### config.mk
export PLATFORM = sky130hd
export DESIGN_NAME = srht_ctrl
export DESIGN_NICKNAME = d
export VERILOG_FILES = /design/src/hdl/srht_pkg.sv /design/src/hdl/srht_ctrl.sv
export SDC_FILE = /design/constraint.sdc
export NUM_CORES = 1
export LEC_CHECK = 0
export BUFFER_PORTS_ARGS = -buffer_cell sky130_fd_sc_hd__buf_2
export CORE_AREA = 2 2 39 41
export CTS_CLUSTER_DIAMETER = 120
export DETAILED_ROUTE_END_ITERATION = 10
export DIE_AREA = 0 0 41 43
export SYNTH_ARGS = -nofsm -noshare
export SYNTH_HDL_FRONTEND = slang
export SYNTH_SLANG_ARGS = --single-unit
### constraint.sdc
create_clock -name clk -period 1.5 [get_ports clk]
set_clock_uncertainty 0.15 [all_clocks]
set_input_delay 0.075 -clock clk [delete_from_list [all_inputs] [get_ports clk]]
set_output_delay 0.075 -clock clk [all_outputs]
set_load 0.01 [all_outputs]
### src/hdl/srht_pkg.sv
// shared types and constants for the search result hash table
`timescale 1ns / 1ps
package srht_pkg;

	localparam int INDEX_BITS_DEF = 12;
	localparam int KEY_W          = 64;
	localparam int SCORE_W        = 16;
	localparam int DEPTH_W        = 8;
	localparam int SLOT_DEPTH_W   = 7;
	localparam int BOUND_W        = 2;
	localparam int MOVE_W         = 16;
	localparam int S_TDATA_W      = 144;
	localparam int M_TDATA_W      = 40;

	localparam logic OP_PROBE = 1'b0;
	localparam logic OP_STORE = 1'b1;

	localparam logic [BOUND_W-1:0] BOUND_EXACT = 2'd0;
	localparam logic [BOUND_W-1:0] BOUND_LOWER = 2'd1;
	localparam logic [BOUND_W-1:0] BOUND_UPPER = 2'd2;

	// input transaction, last declared field (position_key) in the lowest bits
	typedef struct packed {
		logic [5:0]              pad;
		logic [MOVE_W-1:0]       store_move;
		logic [BOUND_W-1:0]      bound_kind;
		logic signed [SCORE_W-1:0] store_score;
		logic signed [DEPTH_W-1:0] search_depth;
		logic signed [SCORE_W-1:0] beta;
		logic signed [SCORE_W-1:0] alpha;
		logic [KEY_W-1:0]        position_key;
	} in_item_t;

	typedef struct packed {
		logic [5:0]              pad;
		logic [MOVE_W-1:0]       found_move;
		logic signed [SCORE_W-1:0] found_score;
		logic                    score_usable;
		logic                    key_found;
	} out_item_t;

	typedef struct packed {
		logic [KEY_W-1:0]        key;
		logic [SCORE_W-1:0]      score;
		logic [SLOT_DEPTH_W-1:0] depth;
		logic [BOUND_W-1:0]      bound;
		logic [MOVE_W-1:0]       move;
	} slot_t;

	typedef enum logic [1:0] {
		ST_CLEAR,
		ST_IDLE,
		ST_EVAL
	} srht_state_t;

	typedef struct packed {
		logic clr;
		logic take;
		logic eval;
		logic commit;
	} srht_cmd_t;

	typedef struct packed {
		logic clr_last;
		logic out_busy;
	} srht_sts_t;

endpackage

### src/hdl/srht_ctrl.sv
// controller state machine: clear pass, accept, evaluate
`timescale 1ns / 1ps
module srht_ctrl (
	input  logic              clk,
	input  logic              arst_n,
	input  logic              s_tvalid,
	output logic              s_tready,
	input  srht_pkg::srht_sts_t sts,
	output srht_pkg::srht_cmd_t cmd
);
	import srht_pkg::*;

	srht_state_t state_q, state_d;
	logic        accept;

	assign accept = s_tvalid && s_tready;

	always_ff @(posedge clk or negedge arst_n) begin
		if (!arst_n) begin
			state_q <= ST_CLEAR;
		end else begin
			state_q <= state_d;
		end
	end

	always_comb begin
		state_d = state_q;
		case (state_q)
			ST_CLEAR: begin
				if (sts.clr_last) state_d = ST_IDLE;
			end
			ST_IDLE: begin
				if (accept) state_d = ST_EVAL;
			end
			ST_EVAL: begin
				if (!sts.out_busy) state_d = ST_IDLE;
			end
			default: state_d = ST_CLEAR;
		endcase
	end

	always_comb begin
		s_tready   = 1'b0;
		cmd        = '0;
		case (state_q)
			ST_CLEAR: begin
				cmd.clr = 1'b1;
			end
			ST_IDLE: begin
				s_tready = 1'b1;
				cmd.take = s_tvalid;
			end
			ST_EVAL: begin
				cmd.eval   = 1'b1;
				cmd.commit = !sts.out_busy;
			end
			default: begin
				cmd = '0;
			end
		endcase
	end

	a_accept_to_eval: assert property (@(posedge clk) disable iff (!arst_n)
		(s_tvalid && s_tready) |=> state_q == ST_EVAL)
		else $error("accepted transaction did not move to evaluation");

	a_clear_leaves_idle: assert property (@(posedge clk) disable iff (!arst_n)
		(state_q == ST_CLEAR && sts.clr_last) |=> (state_q == ST_IDLE && !cmd.clr))
		else $error("clear pass did not end after last slot");

endmodule

# Yosys cells after proc, flatten, opt, wreduce, memory -nomap -nowiden
# Cells that the tools add are included.
[totals]
reg_bits = 2
in_bits = 5
out_inout_bits = 5
wordCells = 18
[classes]
eq_ne = 5
mux = 8
reduce_logical = 4
[ops]
columns = ["op", "n"]
rows = [
  ["$mux 2", 4],
  ["$ne 2x2->1 const B", 3],
  ["$pmux 2 s3", 1],
  ["$mux 1", 3],
  ["$reduce_and 3->1", 1],
  ["$eq 2x1->1 const B", 1],
  ["$eq 2x2->1 const B", 1],
  ["$logic_not 2->1", 1],
  ["$logic_and 1x1->1", 1],
  ["$logic_not 1->1", 1],
]

# Logic depth before layout (Yosys ltp)
# Gate-level depths: netlist of run 1.
[logic_depth]
depth_word = 5
depth_mapped = 2

# Worst setup path after synthesis of run 1
# No wires, ideal clock.
[synth_path]
path_kind = "register -> register"
from = "register state_q[0]"
to = "register state_q[0]"
arrival_ps = 794
required_time_ps = 1226
setup_slack_ps = 432
stages_incl_launch_ff = 3
n_path_buf = 0
period_less_slack_ps = 1068
cell_sequence = "dfrtp_1 -> nor2b_1 -> o31a_1"
[synth_via]
elab_chain_cells = 5
[synth_lines]
columns = ["element", "line", "text"]
rows = [
  ["start, declared", "srht_ctrl.sv:13", "srht_state_t state_q, state_d;"],
  ["start signal, assigned", "srht_ctrl.sv:22", "state_q <= state_d;"],
  ["$eq 2x1->1", "srht_ctrl.sv:28, srht_ctrl.sv:45", ""],
  ["$mux 1", "srht_ctrl.sv:45", "case (state_q)"],
  ["$logic_and 1x1->1", "srht_ctrl.sv:16", "assign accept = s_tvalid && s_tready;"],
  ["$ne 2x2->1 (no line)", "--", ""],
  ["$reduce_and 3->1 (no line)", "--", ""],
]
# Parallel ways exist; a longest one is shown, timed or not.
# A chain may end at the register's enable or synchronous reset.

==> results.json, run 1 <==
{
  "place_area_um2": 184,
  "syn-num-nets": 18,
  "yosys.area_share.simple_pct": 37.6,
  "grt_max_degree": 8,
  "rows": 14,
  "muxShareOfSynthArea_pct": 0,
  "clk_pin_slew_ns": 0.03,
  "wl_met1_um": 137,
  "ctsResizeCount": 0,
  "crit_chain": "nor2b_2 > and2b_1 > buf_2",
  "firstDrtPassIters": 2,
  "initial_core_util_pct": 9.13,
  "pwr-share-comb_pct": 43.8,
  "status": "finished clean",
  "min_path_type": "input port to flop",
  "max_slew.worst_pin.slew_ns": 0.180,
  "slew_violations": 0,
  "cp-end-kind": "output pin",
  "worstPathRequired_ns": 1.27,
  "final_area_um2": 236,
  "synth_cells": 13,
  "die-area_um2": 1760,
  "cts_setup_buffers": 0,
  "grt_pass1_wl_um": 483,
  "die_y_um": 43,
  "power_mw": 0.422,
  "ys_warn_count": 0,
  "fillers": 151,
  "p_sw_share_pct": 35.5,
  "boundaryPins": 10,
  "p_seq_share_pct": 27.9,
  "final_cell_mix": "buf_2, nor2b_1, clkbuf_4, dlygate4sd3_1, dfrtp_1",
  "hold_viol_final": 0,
  "fin_nets": 34,
  "highest_layer": "met3",
  "grt_pass1_vias": 140,
  "period_needed_ns": 1.31,
  "core_um2": 1380,
  "wl_met3_um": 40,
  "reg.largest.list": "state_q (2)",
  "layout_commonest_cell": "buf_2",
  "power_frac_clock_pct": 28.3,
  "routedWlPerCell_um": 7.23,
  "clock_path_buffers": 2,
  "path_class": "flop to output pin",
  "ant_nets": 0,
  "fmax_ghz": 0.763,
  "grt.overflow.total": 0,
  "finalWeightedCongestion": 0.524,
  "drive_gt1_share_pct": 48.1,
  "finalSetupTns_ns": 0,
  "cp_num_buf_inv": 1,
  "clock-sinks": 2,
  "yosysSeqAreaShare_pct": 39.6,
  "crit_family": "flip-flops",
  "drc": 0,
  "initialDrtViolationCount": 6,
  "cts_root_buffer": "clkbuf_4",
  "max_stage_delay_ns": 0.41,
  "p_sw_mw": 0.150,
  "cellPowerDensity_nw_per_um2": 1780,
  "hold_slack_ns": 0.0496,
  "yosysTopAreaCell": "dfrtp_1",
  "largest_register_ffs": 2,
  "regMostFlops": "state_q",
  "syn_area_um2": 126,
  "grt_setup_unrepaired": "no",
  "multiInputGateArea_um2": 68.8,
  "wl_met2_um": 133,
  "clock_latency_ns": 0.23,
  "internal_power_mw": 0.272,
  "area.growth.synth_to_final_pct": 87.1,
  "cts_max_level": 1,
  "setup_viol": 0,
  "synth_top_family_by_area": "simple AND/OR/NAND/NOR gates",
  "finalCritPeriodShare_pct": 87.3,
  "drv_cap": 0,
  "synth_adder_area_share_pct": 0,
  "dp_cells": 37,
  "synthXorXnorAreaFrac_pct": 0,
  "grt_usage_pct": 5.02,
  "seqCellArea_um2": 50.0,
  "max_slew_margin_pct": 88.0,
  "slowest_stage": "dfrtp_1",
  "ir_drop_mv": 0.326,
  "antenna_found_initial": 0,
  "drt-vias-per-instance": 3.21,
  "critPathLaunchType": "flop",
  "fin_cells": 43,
  "ys_seq_elements": 2,
  "diodes": 0,
  "die_w_um": 41,
  "portBuffers": 9,
  "yosysUniqueCellTypes": 10,
  "path_max_fanout": 6,
  "cts_made_buffers": 3,
  "synth.top_cells.by_area": "dfrtp_1, nor2b_1, and3b_1, nor2b_2, o31a_1",
  "cts_tree": "yes",
  "power.leakage_nw": 0.128,
  "drt_wl_total_um": 311,
  "avgSynthCellArea_um2": 9.72,
  "synth_compound_area_share_pct": 16.8,
  "crit_arrival_ns": 1.08,
  "vias": 138,
  "synth_top_area_share_pct": 39.6
}
-- kinds of logic (layout without fill, tap and decap cells) --
logic type | after synthesis | after routing
compound gates | 3 | 3
buf+inv | 1 | 15
flops | 2 | 2
simple gates | 7 | 7
-- layer usage --
layer | track usage, % | vias up
li1 | - | 71
met1 | 3.54 | 59
met2 | 5.63 | 8
met3 | 4.71 | 0
met4 | 8.00 | 0
met5 | 0 | -
-- power by group through the flow --
stage / logic (mW) / clock network [mW] / registers (mW)
6_report: 0.185 / 0.119 / 0.118
5_1_grt: 0.215 / 0.128 / 0.126
4_1_cts: 0.192 / 0.127 / 0.117
3_5_place_dp: 0.183 / 0 / 0.118
3_3_place_gp: 0.184 / 0 / 0.115
2_1_floorplan: 0.128 / 0 / 0.110
-- per-stage QoR --
stage	setup WS, ns	util (%)
6_report	0.190	17.1
4_1_cts	0.0338	17.8
2_1_floorplan	0.432	-
3_3_place_gp	0.406	13.3
3_5_place_dp	0.392	13.3
5_1_grt	0.126	17.1
-- cell type report --
class	count	area share (%)
sequential	2	21.2
clock buffer	3	9.52
multi-input combinational	10	29.1
tap	16	8.47
timing repair buffer	12	31.7
-- worst paths after layout --
| kind | from | to | slack, ns | cells past startpoint |
|---|---|---|---|---|
| setup / recovery | state_q[1] | cmd[0] | 0.19 | 3 |
| hold / removal | sts[1] | state_q[0] | 0.05 | 3 |
| setup reg to reg | state_q[0] | state_q[0] | 0.39 | 2 |
| hold reg to reg | state_q[1] | state_q[0] | 0.43 | 1 |
| max in group asynchronous | arst_n | state_q[1] | 0.56 | 3 |
| min in group asynchronous | arst_n | state_q[0] | 0.54 | 3 |
-- cell usage after synthesis, drive strengths merged --
cell type,count
a21o,1
nor2b,4
buf,1
and2b,1
o21ai,1
o31a,1
dfrtp,2
and3b,1
nor2,1
-- tightest hold or removal path, delay by kind of cell --
| family | cells | cell delay, ns |
|---|---|---|
| and+or+nand+nor | 1 | 0.12 |
| AOI/OAI and AO/OA | 1 | 0.12 |
| buffers and inverters | 1 | 0.07 |
-- what timing repair did --
item                                    CTS  global route
hold buffers                              4             0
hold endpoints to repair                  3             0
endpoints found under the setup margin    0             1
Power figures use the tool's default switching activity.
==> run 2, diff against run 1 <==
--- a/config.mk
+++ b/config.mk
@@ -10,6 +10,7 @@
 export CTS_CLUSTER_DIAMETER = 120
 export DETAILED_ROUTE_END_ITERATION = 10
 export DIE_AREA = 0 0 41 43
+export REMOVE_ABC_BUFFERS = 1
 export SYNTH_ARGS = -nofsm -noshare
 export SYNTH_HDL_FRONTEND = slang
 export SYNTH_SLANG_ARGS = --single-unit
==> results.json, run 2 (synthesized netlist as in run 1, its figures left out) <==
{
  "path_class": "flop to output pin",
  "drv_cap": 0,
  "ir_drop_mv": 0.362,
  "die-area_um2": 1760,
  "top_usage_layer": "met3",
  "clock_path_buffers": 2,
  "hold_viol_final": 0,
  "power_mw": 0.417,
  "min_path_type": "input port to async pin",
  "drt_wl_total_um": 305,
  "cts_setup_buffers": 0,
  "cts_max_level": 1,
  "reg.largest.list": "state_q (2)",
  "routedWlPerCell_um": 7.26,
  "grt_pass1_vias": 112,
  "worstPathRequired_ns": 1.27,
  "place_area_um2": 184,
  "die_y_um": 43,
  "grt_usage_pct": 5.42,
  "slew_violations": 0,
  "drt-vias-per-instance": 3.31,
  "clock-sinks": 2,
  "seqCellArea_um2": 50.0,
  "fillers": 158,
  "die_w_um": 41,
  "final_cell_mix": "buf_2, nor2b_1, clkbuf_4",
  "finalSetupTns_ns": 0,
  "status": "finished clean",
  "cp_num_buf_inv": 1,
  "crit_arrival_ns": 1.07,
  "ant_nets": 0,
  "internal_power_mw": 0.270,
  "grtUsageMet1_pct": 4.81,
  "grt_pass1_wl_um": 476,
  "multiInputGateArea_um2": 68.8,
  "fmax_ghz": 0.770,
  "max_slew.worst_pin.slew_ns": 0.182,
  "use_met3_pct": 7.85,
  "final_core_util_pct": 16.4,
  "initial_core_util_pct": 9.13,
  "drc": 0,
  "p_sw_mw": 0.147,
  "grt_setup_unrepaired": "no",
  "diodes": 0,
  "finalWeightedCongestion": 0.539,
  "power.leakage_nw": 0.123,
  "max_stage_delay_ns": 0.40,
  "fin_nets": 33,
  "cts_made_buffers": 3,
  "grt.overflow.total": 0,
  "clock_latency_ns": 0.22,
  "largest_register_ffs": 2,
  "power_frac_clock_pct": 28.4,
  "worst_slack_ns": 0.201,
  "area.growth.synth_to_final_pct": 79.2,
  "use_met2_pct": 4.69,
  "clk_pin_slew_ns": 0.03,
  "cp-end-kind": "output pin",
  "critPathLaunchType": "flop",
  "path_max_fanout": 6,
  "drive_gt1_share_pct": 50.0,
  "vias": 139,
  "crit_family": "flip-flops",
  "firstDrtPassIters": 2,
  "grt_max_degree": 8,
  "slowest_stage": "dfrtp_1",
  "regMostFlops": "state_q",
  "core_um2": 1380,
  "antenna_found_initial": 0,
  "cts_root_buffer": "clkbuf_4",
  "pre_cts_ws_ns": 0.382,
  "p_seq_share_pct": 27.9,
  "finalCritPeriodShare_pct": 86.6,
  "crit_chain": "nor2b_2 > and2b_1 > buf_2",
  "final_area_um2": 226,
  "cts_tree": "yes",
  "p_sw_share_pct": 35.3,
  "max_slew_margin_pct": 87.8,
  "boundaryPins": 10,
  "cellPowerDensity_nw_per_um2": 1840,
  "period_needed_ns": 1.30,
  "rows": 14,
  "portBuffers": 9,
  "initialDrtViolationCount": 1,
  "layout_commonest_cell": "buf_2",
  "pwr-share-comb_pct": 43.8,
  "setup_viol": 0
}
run 2: changes by cell type in the layout (fill, tap and decap cells not counted), sizes merged:
cell	previous run	this run
dlygate4sd3	3	2
run 2: cell type report:
class                           count  share of cell area (%)
Multi-Input combinational cell     10                    30.4
Sequential cell                     2                    22.1
Clock buffer                        3                    9.94
Timing Repair Buffer               11                    28.7
Tap cell                           16                    8.84
run 2: final timing paths:
check | start | end | slack [ns] | depth (start not counted)
worst max-delay path | state_q[1] | cmd[0] | 0.20 | 3
min in group clk | sts[1] | state_q[0] | 0.06 | 3
max in group asynchronous | arst_n | state_q[0] | 1.08 | 2
worst min-delay path | arst_n | state_q[1] | 0.02 | 2
worst max register to register | state_q[0] | state_q[0] | 0.39 | 2
worst min register to register | state_q[1] | state_q[0] | 0.43 | 1
run 2: timing repair:
item | in CTS | in global routing
endpoints found under the hold margin | 3 | 0
hold buffers | 2 | 0
gates resized for setup | 0 | 0
run 2: layer usage:
layer / share of wire (%) / routed length, um
met1: 41 / 125
met2: 41 / 125
met3: 18 / 54
met4: 0 / 0
met5: 0 / 0
run 2: through the flow:
stage	hold WS, ns	cells
global placement	-0.287	37
detailed placement	-0.283	37
CTS	0.00627	42
finish	0.0172	42
floorplan	-0.371	12
global route	0.00891	42
run 2: power by group through the flow:
stage / sequential, mW / combinational (mW) / clock (mW)
2_1_floorplan: 0.110 / 0.116 / 0
3_3_place_gp: 0.118 / 0.178 / 0
3_5_place_dp: 0.119 / 0.183 / 0
4_1_cts: 0.118 / 0.187 / 0.129
5_1_grt: 0.130 / 0.208 / 0.146
6_report: 0.116 / 0.183 / 0.119
